## src/design/dtsr_pkg.sv

```systemverilog
// Shared types and constants for the reflectance correction block.
`timescale 1ns / 1ps
`default_nettype none
package dtsr_pkg;

  localparam int unsigned CountW = 16;
  localparam int unsigned ReflW  = 17;
  localparam int unsigned CfgW   = 32;
  localparam int unsigned IdxW   = 3;
  localparam int unsigned QuoW   = 48;
  localparam int unsigned DvsW   = 49;

  localparam logic [ReflW-1:0] ONE_Q16 = 17'd65536;

  // Configuration register indexes
  localparam logic [IdxW-1:0] REG_ENABLE  = 3'd0;
  localparam logic [IdxW-1:0] REG_GAIN    = 3'd1;
  localparam logic [IdxW-1:0] REG_BIAS    = 3'd2;
  localparam logic [IdxW-1:0] REG_COEF_XA = 3'd3;
  localparam logic [IdxW-1:0] REG_COEF_XB = 3'd4;
  localparam logic [IdxW-1:0] REG_COEF_XC = 3'd5;
  localparam logic [IdxW-1:0] REG_MIN_PIX = 3'd6;

  // How the back end treats a request
  typedef enum logic [1:0] {
    KIND_PASS,
    KIND_NULL,
    KIND_CORR
  } kind_t;

  typedef struct packed {
    kind_t             kind;
    logic [CountW-1:0] count;
  } entry_t;

  typedef struct packed {
    logic signed [31:0] gain;
    logic signed [31:0] bias;
    logic signed [31:0] coef_xa;
    logic signed [31:0] coef_xb;
    logic signed [31:0] coef_xc;
    logic [ReflW-1:0]   min_pix;
  } cfg_t;

  typedef enum logic [2:0] {
    ST_IDLE,
    ST_RAD,
    ST_Y,
    ST_DEN,
    ST_PREP,
    ST_DIV,
    ST_CLAMP,
    ST_DONE
  } state_t;

  // Saturate a 50-bit signed value to signed 32 bits
  function automatic logic signed [31:0] sat32(input logic signed [49:0] v);
    logic signed [31:0] r;
    if (v > 50'sd2147483647) r = 32'sh7fffffff;
    else if (v < -50'sd2147483648) r = 32'sh80000000;
    else r = v[31:0];
    return r;
  endfunction

endpackage
`default_nettype wire

```

## src/design/dtsr_front.sv

```systemverilog
// Front end: accepts requests, classifies them and queues them for the back end.
`timescale 1ns / 1ps
`default_nettype none
module dtsr_front (
  input  wire logic            clk,
  input  wire logic            rst,
  input  wire logic            enable,
  input  wire logic            in_valid,
  output logic                 in_stall,
  input  wire logic [15:0]     pixel_count,
  output logic                 q_valid,
  input  wire logic            q_pop,
  output dtsr_pkg::entry_t     q_head
);
  import dtsr_pkg::*;

  entry_t     slots [2];
  logic       wr_ptr;
  logic       rd_ptr;
  logic [1:0] fill;
  logic       push;
  logic       pop;
  entry_t     ent_in;

  // Classify the incoming count
  always_comb begin
    ent_in.count = pixel_count;
    if (!enable) ent_in.kind = KIND_PASS;
    else if (pixel_count == '0) ent_in.kind = KIND_NULL;
    else ent_in.kind = KIND_CORR;
  end

  assign in_stall = fill[1];
  assign push     = in_valid && !in_stall;
  assign q_valid  = fill != 2'd0;
  assign pop      = q_pop && q_valid;
  assign q_head   = slots[rd_ptr];

  // Two-entry queue
  always_ff @(posedge clk) begin
    if (push) slots[wr_ptr] <= ent_in;
  end

  always_ff @(posedge clk) begin
    if (rst) begin
      wr_ptr <= 1'b0;
      rd_ptr <= 1'b0;
      fill   <= 2'd0;
    end else begin
      if (push) wr_ptr <= !wr_ptr;
      if (pop) rd_ptr <= !rd_ptr;
      if (push && !pop) fill <= fill + 2'd1;
      else if (pop && !push) fill <= fill - 2'd1;
    end
  end

endmodule
`default_nettype wire

```

## config.mk

```make
export PLATFORM = sky130hd
export DESIGN_NAME = dtsr_front
export DESIGN_NICKNAME = d
export VERILOG_FILES = /design/src/design/dtsr_pkg.sv /design/src/design/dtsr_front.sv
export SDC_FILE = /design/constraint.sdc
export NUM_CORES = 1
export LEC_CHECK = 0
export ABC_AREA = 1
export BUFFER_PORTS_ARGS = -buffer_cell sky130_fd_sc_hd__clkbuf_2
export CORE_ASPECT_RATIO = 1.75
export CORE_MARGIN = 5
export CORE_UTILIZATION = 51
export DETAILED_ROUTE_END_ITERATION = 10
export GPL_TIMING_DRIVEN = 0
export PLACE_DENSITY_LB_ADDON = 0.08
export SYNTH_ARGS = -nofsm -noshare
export SYNTH_HDL_FRONTEND = slang
export SYNTH_SLANG_ARGS = --single-unit
```

## constraint.sdc

```tcl
create_clock -name clk -period 2.6 [get_ports clk]
set_clock_uncertainty 0.2 [all_clocks]
set_input_delay 0.52 -clock clk [delete_from_list [all_inputs] [get_ports clk]]
set_output_delay 0.52 -clock clk [all_outputs]
set_load 0.005 [all_outputs]
```

# == Word-level counts from Yosys, hierarchy flattened ==
# Memories as Yosys holds them, arrays and structs flattened. A register that Yosys moved wholly into a read port is not among the register bits.
# Index checks and enable logic that the tools add are counted.
# totals
regBits,4
ramBits,36
in_bits,21
out_inout_bits,20
wordCells,26
memories,1
# op_classes
n_addsub,2
mux,8
reduce_logical,12
# memory_table
memory,words,word_bits,rd,rd_clocked_by_memory_dff,wr,line_no,text
slots,2,18,1,1,1,dtsr_front.sv:17,entry_t slots [2];
# ops
cell,n
16-bit zero test,1
2-bit two-way mux,4
1-bit zero test,5
1-bit logical AND,4
1-bit two-way mux,4
2-bit nonzero test,2
"2-bit by 1-bit adder with 2-bit output, second input constant",1
"2-bit by 1-bit subtractor with 2-bit output, second input constant",1

# == Longest topological paths before layout ==
# Gate-level depths: netlist of the first run.
# logic_depth
depth_word,6
depth_mapped,10
depth_no_buf,10

# == Worst setup path before layout of the first run ==
# Ideal clock, no wire load.
# synth_timing
kind,input port to flip-flop
startpoint,input in_valid
endpoint,memory slots[1][0] (netlist bit) (enable)
setup_time_ns,0.394
arrival_time_ns,1.404
required_time_ns,2.006
setup_slack_ns,0.602
stages,2
path_buffers,0
path_cell_list,nand2_1 -> nor2_1
# synth_between
elab_chain_cells,3
# synth_rtl
item,line_no,text
"start, declared",dtsr_front.sv:8,"input wire logic in_valid,"
1-bit logical AND,dtsr_front.sv:34,assign push = in_valid && !in_stall;
1-bit two-way mux,dtsr_front.sv:41,if (push) slots[wr_ptr] <= ent_in;
1-bit two-way mux (implied by the code),dtsr_front.sv:41,
"end, declared",dtsr_front.sv:17,
# Every way passes these cells.

==> impl_metrics.py, run 1 <==
metrics = {
    "setup_path": {
        "end_kind": "primary output",
        "rr_worst_depth": 4,
        "r2r_end": "slots[0][11]",
        "regToRegStartpoint": "fill[1]",
        "reg2reg_setup_slack_ns": 0.70,
        "cp.required_ns": 1.88,
        "critPathLaunchType": "flop",
        "crit_arrival_ns": 1.33,
        "critical_path_peak_fanout": 10,
        "crit_type": "reg -> out",
    },
    "die": {
        "initial_core_util_pct": 52.6,
        "die_area_um2": 4520,
        "core_um2": 3140,
        "die_h_um": 85.3,
        "die_w_um": 53.0,
        "rows": 27,
        "io_pins": 41,
    },
    "place": {
        "port-buffer-count": 40,
        "hpwl_um": 2060,
        "place.gp.congestion": 0.675,
    },
    "layout": {
        "seqCellArea_um2": 1180,
        "n_antenna_cell": 0,
        "final_nets": 179,
        "drive_above_1_share_pct": 43.0,
        "multi_input_area_um2": 409,
        "areaGrowthSynthToFinish_pct": 22.6,
        "fill_cells": 269,
    },
    "sta": {
        "slew_headroom_pct": 36.9,
        "hold_viol": 0,
        "period_needed_ns": 2.05,
        "finalMaxSlewViolations": 0,
        "setup_viol": 0,
        "rsz0062_at_grt": "false",
        "worst_slew_pin_slew_ns": 0.945,
        "tns_ns": 0,
        "max_freq_mhz": 487,
        "finalCritPeriodShare_pct": 79.0,
    },
    "logic_synthesis": {
        "synthFlopType": "edfxtp_1",
        "ys_warn_count": 0,
        "synth_edf_count": 36,
        "synth_cells": 109,
        "synth_cell_types": 15,
        "synth_seq_cells": 41,
        "netlist_area_um2": 1650,
        "synth_top_family_by_area": "multiplexers",
        "ys_seq_area_share_pct": 71.5,
        "synthAdderAreaFrac_pct": 0.757,
        "syn_nets": 131,
        "synth-xor-area-share_pct": 0,
        "synth_most_common_cell": "edfxtp_1",
        "ys_top_cells_by_area": "edfxtp_1, mux2_4, dfxtp_1",
        "yosys-top-cells-count": "edfxtp_1, nor2_1, nand2_1",
        "avgSynthCellArea_um2": 15.2,
        "postSynth.asyncResetShare_pct": 0,
        "yosys.area_share.simple_pct": 8.10,
        "synth_compound_area_share_pct": 1.21,
        "synth_top_area_cell": "edfxtp_1",
        "netlist.area_leader.share_pct": 65.4,
        "synthMuxAreaShare_pct": 14.5,
    },
    "global_routing": {
        "grt_overflow": 0,
        "antenna_found_initial": 0,
        "grt_first_pass_wirelength_um": 4200,
        "grt_max_degree": 20,
        "grt_use_total_pct": 13.1,
        "grt_pass1_vias": 1000,
    },
    "pwr": {
        "power.leakage_nw": 0.834,
        "power_mw": 1.91,
        "powerDensity_nw_per_um2": 942,
        "ir_worst_vdd_v": 0.000804,
    },
    "cts": {
        "worstSkewPairLatency_ns": 0.29,
        "cts_root_buf": "clkbuf_8",
        "cts.repair.resized": 0,
        "h-tree-depth": 2,
        "cts_sinks": 41,
        "numCtsBuffers": 5,
        "clock_path_buffers": 2,
        "cts_tree": "yes",
        "cts_hold_buffers": 0,
        "clk_pin_slew_ns": 0.08,
        "postCtsSetupBuffers": 0,
    },
    "min_path": {
        "min_path_type": "in -> reg",
        "holdCritStartpoint": "rst",
        "hold_end": "wr_ptr",
        "min_path_cells": 2,
    },
    "route": {
        "via_count": 967,
        "antenna_left": 0,
        "remaining_drc_errors": 0,
        "drt-total-wl_um": 2750,
        "drt-wirelength-per-cell_um": 13.7,
        "vias_per_cell": 4.81,
        "firstDrtPassIters": 3,
        "drt_iter0_drc": 4,
    },
    "status": {
        "status": "completed",
    },
    "run": {
        "cap_viol_max_count": 0,
    },
}
registers in the layout, indices dropped and copies added, names as in the netlist, named ones only:
name	count
fill	2
rd_ptr	1
slots	36
wr_ptr	1
cell type report:
class                      count  area share [%]
buffer                         2            1.54
multi-input combinational     57            20.2
inverter                       9            1.67
sequential                    41            58.3
tap                           43            2.65
clock buffer                   6            3.58
clock inverter                 2            1.67
timing repair buffer          41            10.4
stage by stage:
step | setup slack (ns) | cells | utilization [%] | hold WS (ns) | area [µm²]
6_report | 0.547 | 201 | 64.5 | 0.212 | 2030
5_1_grt | 0.476 | 201 | 64.5 | 0.220 | 2030
4_1_cts | 0.520 | 201 | 64.5 | 0.208 | 2030
3_5_place_dp | 0.486 | 193 | 61.1 | 0.290 | 1920
3_3_place_gp | 0.164 | 192 | 60.7 | 0.283 | 1910
2_1_floorplan | 0.602 | 109 | - | 0.265 | 1650
critical path, stage by stage, from the launching register on:
cell      delay (ns)
dfxtp_1         0.33
buf_6           0.15
buf_12          0.15
mux2_4          0.30
clkbuf_2        0.11
cells by family (layout without fill, tap and decap cells):
group | after synthesis | in the layout
mux | 18 | 18
buf+inv | 11 | 60
flops | 41 | 41
fa+ha+maj | 1 | 1
simple gates | 34 | 34
compound gates | 4 | 4
layout by cell type, fill, tap and decap left out:
cell type and count:
buf_6 2, dfxtp_1 5, nand3_1 2, ha_1 1, edfxtp_1 36, buf_12 1, nor2_1 16, nor2_2 1
clkbuf_1 1, inv_1 9, mux2_2 8, clkbuf_2 40, nor3_1 1, o21ai_0 1, clkinv_1 1, nand4_1 1
mux2_4 10, clkbuf_8 5, bufinv_16 1, a21oi_1 3, nand2_1 13
how the worst max path moves through the flow:
stage	from	to	slack (ns)	depth (start not counted)
final	flop	q_head[9]	0.55	4
after global routing	flop	q_head[12]	0.48	4
after CTS	flop	q_head[12]	0.52	4
after detailed placement	in_valid	slots[0][7]	0.49	4
after global placement	in_valid	slots[1][4]	0.16	3
after floorplan	in_valid	slots[1][0]	0.60	2
where the power goes:
part	internal [mW]	total [mW]	switching (mW)
Clock	0.283	0.485	0.201
Sequential	0.848	0.882	0.0345
Combinational	0.272	0.542	0.269
per-layer routing:
metal  GRT usage [%]  vias up  share of wire (%)
met1            11.5      456                 32
met4            7.67        0                2.5
met3            4.04        6                6.4
li1                -      481                  -
met2            24.4       24                 59
met5               0        -                  0
Power figures use the tool's default switching activity.
==> run 2, diff against run 1 <==
clock period = 2 ns   (was 2.6 ns; I/O delays follow)
==> impl_metrics.py, run 2 (synthesized netlist as in run 1, its figures left out) <==
metrics = {
    "route": {
        "routed-wl-met2_um": 1640,
        "dr.max_layer_used": "met4",
        "drt_iter0_drc": 6,
        "met1Wirelength_um": 911,
        "dr_wl_met3_um": 161,
        "firstDrtPassIters": 3,
        "drt-total-wl_um": 2770,
        "antenna_left": 0,
        "vias_per_cell": 4.76,
        "remaining_drc_errors": 0,
        "via_count": 967,
        "drt-wirelength-per-cell_um": 13.6,
    },
    "global_routing": {
        "grt_use_total_pct": 13.1,
        "grt_pass1_vias": 1000,
        "antenna_found_initial": 0,
        "grt_max_degree": 20,
        "grt_overflow": 0,
        "grt_first_pass_wirelength_um": 4200,
    },
    "layout": {
        "multi_input_area_um2": 417,
        "areaGrowthSynthToFinish_pct": 24.8,
        "largest_reg_flops": 36,
        "regMostFlops": "slots",
        "mostFrequentLayoutCell": "clkbuf_2",
        "seqCellArea_um2": 1180,
        "utilization_pct": 65.6,
        "final_cell_mix": "clkbuf_2, edfxtp_1, nor2_1",
        "drive_above_1_share_pct": 44.4,
        "final_nets": 181,
        "n_antenna_cell": 0,
        "largestRegisters": "slots: 36 flops, fill: 2 flops",
        "fill_cells": 263,
    },
    "pwr": {
        "ir_worst_vdd_v": 0.00111,
        "powerDensity_nw_per_um2": 1220,
        "power.leakage_nw": 0.848,
        "power_mw": 2.52,
    },
    "setup_path": {
        "critical_path_peak_fanout": 7,
        "crit_type": "reg -> out",
        "cp.required_ns": 1.40,
        "end_kind": "primary output",
        "critPathLaunchType": "flop",
        "reg2reg_setup_slack_ns": 0.29,
        "crit_arrival_ns": 1.29,
    },
    "sta": {
        "hold_viol": 0,
        "holdWs_ns": 0.0924,
        "finalMaxSlewViolations": 0,
        "setup_viol": 0,
        "finalCritPeriodShare_pct": 94.6,
        "slew_headroom_pct": 63.5,
        "max_freq_mhz": 529,
        "rsz0062_at_grt": "false",
        "worst_slew_pin_slew_ns": 0.546,
        "period_needed_ns": 1.89,
    },
    "die": {
        "rows": 27,
        "die_area_um2": 4520,
        "initial_core_util_pct": 52.6,
        "core_um2": 3140,
        "io_pins": 41,
        "die_w_um": 53.0,
        "die_h_um": 85.3,
    },
    "place": {
        "hpwl_um": 2060,
        "port-buffer-count": 40,
        "place.gp.congestion": 0.675,
    },
    "status": {
        "status": "completed",
    },
    "cts": {
        "numCtsBuffers": 5,
        "cts_hold_buffers": 0,
        "h-tree-depth": 2,
        "cts_sinks": 41,
        "worstSkewPairLatency_ns": 0.29,
        "cts_root_buf": "clkbuf_8",
        "clk_pin_slew_ns": 0.08,
        "clock_path_buffers": 2,
        "cts_tree": "yes",
    },
    "run": {
        "cap_viol_max_count": 0,
    },
    "min_path": {
        "min_path_type": "in -> reg",
    },
}
[run 2: critical path: stages, from the launching register on]
cell,delay (ns)
dfxtp_1,0.33
buf_6,0.12
buf_12,0.11
mux2_2,0.33
clkbuf_2,0.11
[run 2: area by class of cell]
| class | count | share of cell area, % |
|---|---|---|
| Sequential cell | 41 | 57.3 |
| Multi-Input combinational cell | 57 | 20.2 |
| Timing Repair Buffer | 43 | 11.6 |
| Clock buffer | 6 | 3.52 |
| Tap cell | 43 | 2.61 |
| Clock inverter | 2 | 1.64 |
| Inverter | 9 | 1.64 |
| Buffer | 2 | 1.52 |
[run 2: what timing repair did]
item	4_1_cts	5_1_grt
gates resized for setup	0	2
buffers inserted	0	2
setup endpoints to repair	0	11
hold endpoints to repair	0	0
[run 2: path summary, 6_finish.rpt]
path	cells after the start	endpoint	from
worst max-delay path	4	q_head[17]	flop
worst min-delay path	2	wr_ptr	rst
worst min register to register	2	rd_ptr	rd_ptr
worst max register to register	4	slots[0][1]	fill[1]
[run 2: metal layers]
layer / vias up / GRT usage [%]
li1: 487 / -
met3: 5 / 4.04
met4: 0 / 7.67
met5: - / 0
met1: 451 / 11.5
met2: 24 / 24.4
[run 2: through the flow]
| step | setup TNS, ns | instance area (µm²) | setup WS, ns | cells |
|---|---|---|---|---|
| 3_5_place_dp | 0 | 1920 | 0.00625 | 193 |
| 3_3_place_gp | -10.66 | 1910 | -0.316 | 192 |
| 2_1_floorplan | 0 | 1650 | 0.122 | 109 |
| 6_report | 0 | 2060 | 0.108 | 203 |
| 5_1_grt | 0 | 2060 | 0.0439 | 203 |
| 4_1_cts | 0 | 2030 | 0.0403 | 201 |
[run 2: report_power, final]
group          leakage, nW  internal [mW]  switching (mW)
clock network       0.0528          0.368           0.263
registers            0.377           1.10          0.0453
logic                0.418          0.386           0.360
==> run 3, diff against run 2 <==
BUFFER_PORTS_ARGS = unset   (was -buffer_cell sky130_fd_sc_hd__clkbuf_2)
CORE_UTILIZATION = 55   (was 51)
DONT_BUFFER_PORTS = 1   (was unset)
SLEW_MARGIN = 20   (was unset)
==> impl_metrics.py, run 3 (synthesized netlist as in run 1, its figures left out) <==
metrics = {
    "setup_path": {
        "rr_worst_depth": 3,
        "startpoint": "fill[1]",
        "regToRegStartpoint": "fill[1]",
        "critPathLaunchType": "flop",
        "cp.required_ns": 1.71,
        "crit_arrival_ns": 1.56,
        "r2r_end": "slots[0][6]",
        "cp-endpoint": "slots[0][6]",
        "reg2reg_setup_slack_ns": 0.15,
        "crit_type": "reg -> reg",
        "critical_path_peak_fanout": 18,
        "end_kind": "flop",
    },
    "cts": {
        "cts_root_buf": "clkbuf_8",
        "h-tree-depth": 2,
        "numCtsBuffers": 5,
        "clk_pin_slew_ns": 0.07,
        "cts_tree": "yes",
        "postCtsSetupBuffers": 0,
        "clock_path_buffers": 2,
        "worstSkewPairLatency_ns": 0.29,
        "cts_sinks": 41,
    },
    "layout": {
        "regMostFlops": "slots",
        "design_area_um2": 1990,
        "largestRegisters": "slots: 36 flops, fill: 2 flops",
        "finalNonFillerCells": 163,
        "largest_reg_flops": 36,
        "drive_above_1_share_pct": 22.2,
        "final_cell_mix": "edfxtp_1, dlygate4sd3_1, nor2_1",
        "final_nets": 156,
        "areaGrowthSynthToFinish_pct": 20.7,
        "fill_cells": 205,
        "n_antenna_cell": 0,
        "mostFrequentLayoutCell": "edfxtp_1",
    },
    "place": {
        "port-buffer-count": 0,
        "hpwl_um": 1820,
        "dpl_cell_area_um2": 1710,
        "placedCellCount": 138,
        "dpl_worst_slack_ns": 0.137,
        "place.gp.congestion": 0.724,
    },
    "die": {
        "rows": 26,
        "die_h_um": 82.5,
        "core_um2": 2900,
        "die_w_um": 51.4,
        "io_pins": 41,
        "initial_core_util_pct": 57.1,
        "die_area_um2": 4240,
    },
    "sta": {
        "slew_headroom_pct": 38.5,
        "finalCritPeriodShare_pct": 92.3,
        "setup_viol": 0,
        "worst_slack_ns": 0.155,
        "hold_viol": 0,
        "period_needed_ns": 1.85,
        "max_freq_mhz": 542,
        "finalMaxSlewViolations": 0,
        "rsz0062_at_grt": "false",
        "worst_slew_pin_slew_ns": 0.921,
    },
    "global_routing": {
        "grt_first_pass_wirelength_um": 4400,
        "grt_use_total_pct": 14.7,
        "antenna_found_initial": 0,
        "grt_overflow": 0,
        "grt_max_degree": 19,
        "grt_pass1_vias": 951,
    },
    "pwr": {
        "power_mw": 2.40,
        "power.leakage_nw": 0.745,
        "power_frac_comb_pct": 24.3,
        "p_clk_share_pct": 27.8,
        "switchingPower_mw": 0.615,
        "power_frac_seq_pct": 47.9,
        "p_int_mw": 1.79,
        "swShare_pct": 25.6,
        "ir_worst_vdd_v": 0.000763,
        "powerDensity_nw_per_um2": 1200,
    },
    "route": {
        "drt-wirelength-per-cell_um": 16.9,
        "via_count": 887,
        "antenna_left": 0,
        "drt_iter0_drc": 9,
        "vias_per_cell": 5.44,
        "remaining_drc_errors": 0,
        "drt-total-wl_um": 2760,
        "firstDrtPassIters": 3,
    },
    "status": {
        "status": "completed",
    },
    "min_path": {
        "min_path_type": "in -> reg",
        "min_path_cells": 2,
    },
    "run": {
        "cap_viol_max_count": 0,
    },
}
[run 3: cell types whose count changed in the layout (fill, tap and decap cells not counted), sizes merged]
cell,before,now
buf,5,3
clkbuf,46,7
clkinv,1,0
dlygate4sd3,0,17
[run 3: cell type report]
type	count	area (µm²)	area share, %
tap	28	35.0	1.76
multi-input combinational	57	412	20.6
buffer	2	31.3	1.57
clock inverter	1	30.0	1.51
timing repair buffer	18	185	9.28
sequential	41	1180	59.2
clock buffer	7	86.3	4.33
inverter	9	33.8	1.69
[run 3: how the worst min path moves through the flow]
stage | from | to | slack (ns)
final | q_pop | rd_ptr | 0.09
after detailed placement | rst | wr_ptr | 0.29
after CTS | q_pop | rd_ptr | 0.08
after floorplan | rd_ptr | flop | 0.26
after global placement | rst | wr_ptr | 0.28
after global routing | q_pop | rd_ptr | 0.09
[run 3: worst max-delay path: stages (launching register included)]
cell and delay (ns):
dfxtp_1 0.34, inv_1 0.10, nand2_1 0.11, nor2_2 0.72
[run 3: per-stage QoR]
stage          hold WS (ns)  setup TNS, ns  util (%)
2_1_floorplan         0.265              0         -
5_1_grt              0.0893              0      68.9
3_5_place_dp          0.291              0      59.0
4_1_cts              0.0825              0      68.9
3_3_place_gp          0.282          -8.38      58.3
6_report             0.0919              0      68.9
[run 3: timing repair]
item / 4_1_cts / 5_1_grt
endpoints found under the hold margin: 33 / 0
hold buffers: 17 / 0
resized for setup: 0 / 0
[run 3: routing by layer]
layer | GRT usage, % | vias up | part of all wire, %
li1 | - | 433 | -
met1 | 15.3 | 419 | 36
met2 | 24.7 | 30 | 55
met3 | 5.57 | 5 | 7.1
met4 | 8.66 | 0 | 2.3
met5 | 0 | - | 0
[run 3: power by group through the flow]
stage	combinational [mW]	sequential [mW]	clock (mW)
6_report	0.584	1.15	0.667
2_1_floorplan	0.459	1.16	0
3_5_place_dp	0.566	1.17	0
4_1_cts	0.598	1.15	0.681
3_3_place_gp	0.528	1.16	0
5_1_grt	0.649	1.16	0.716
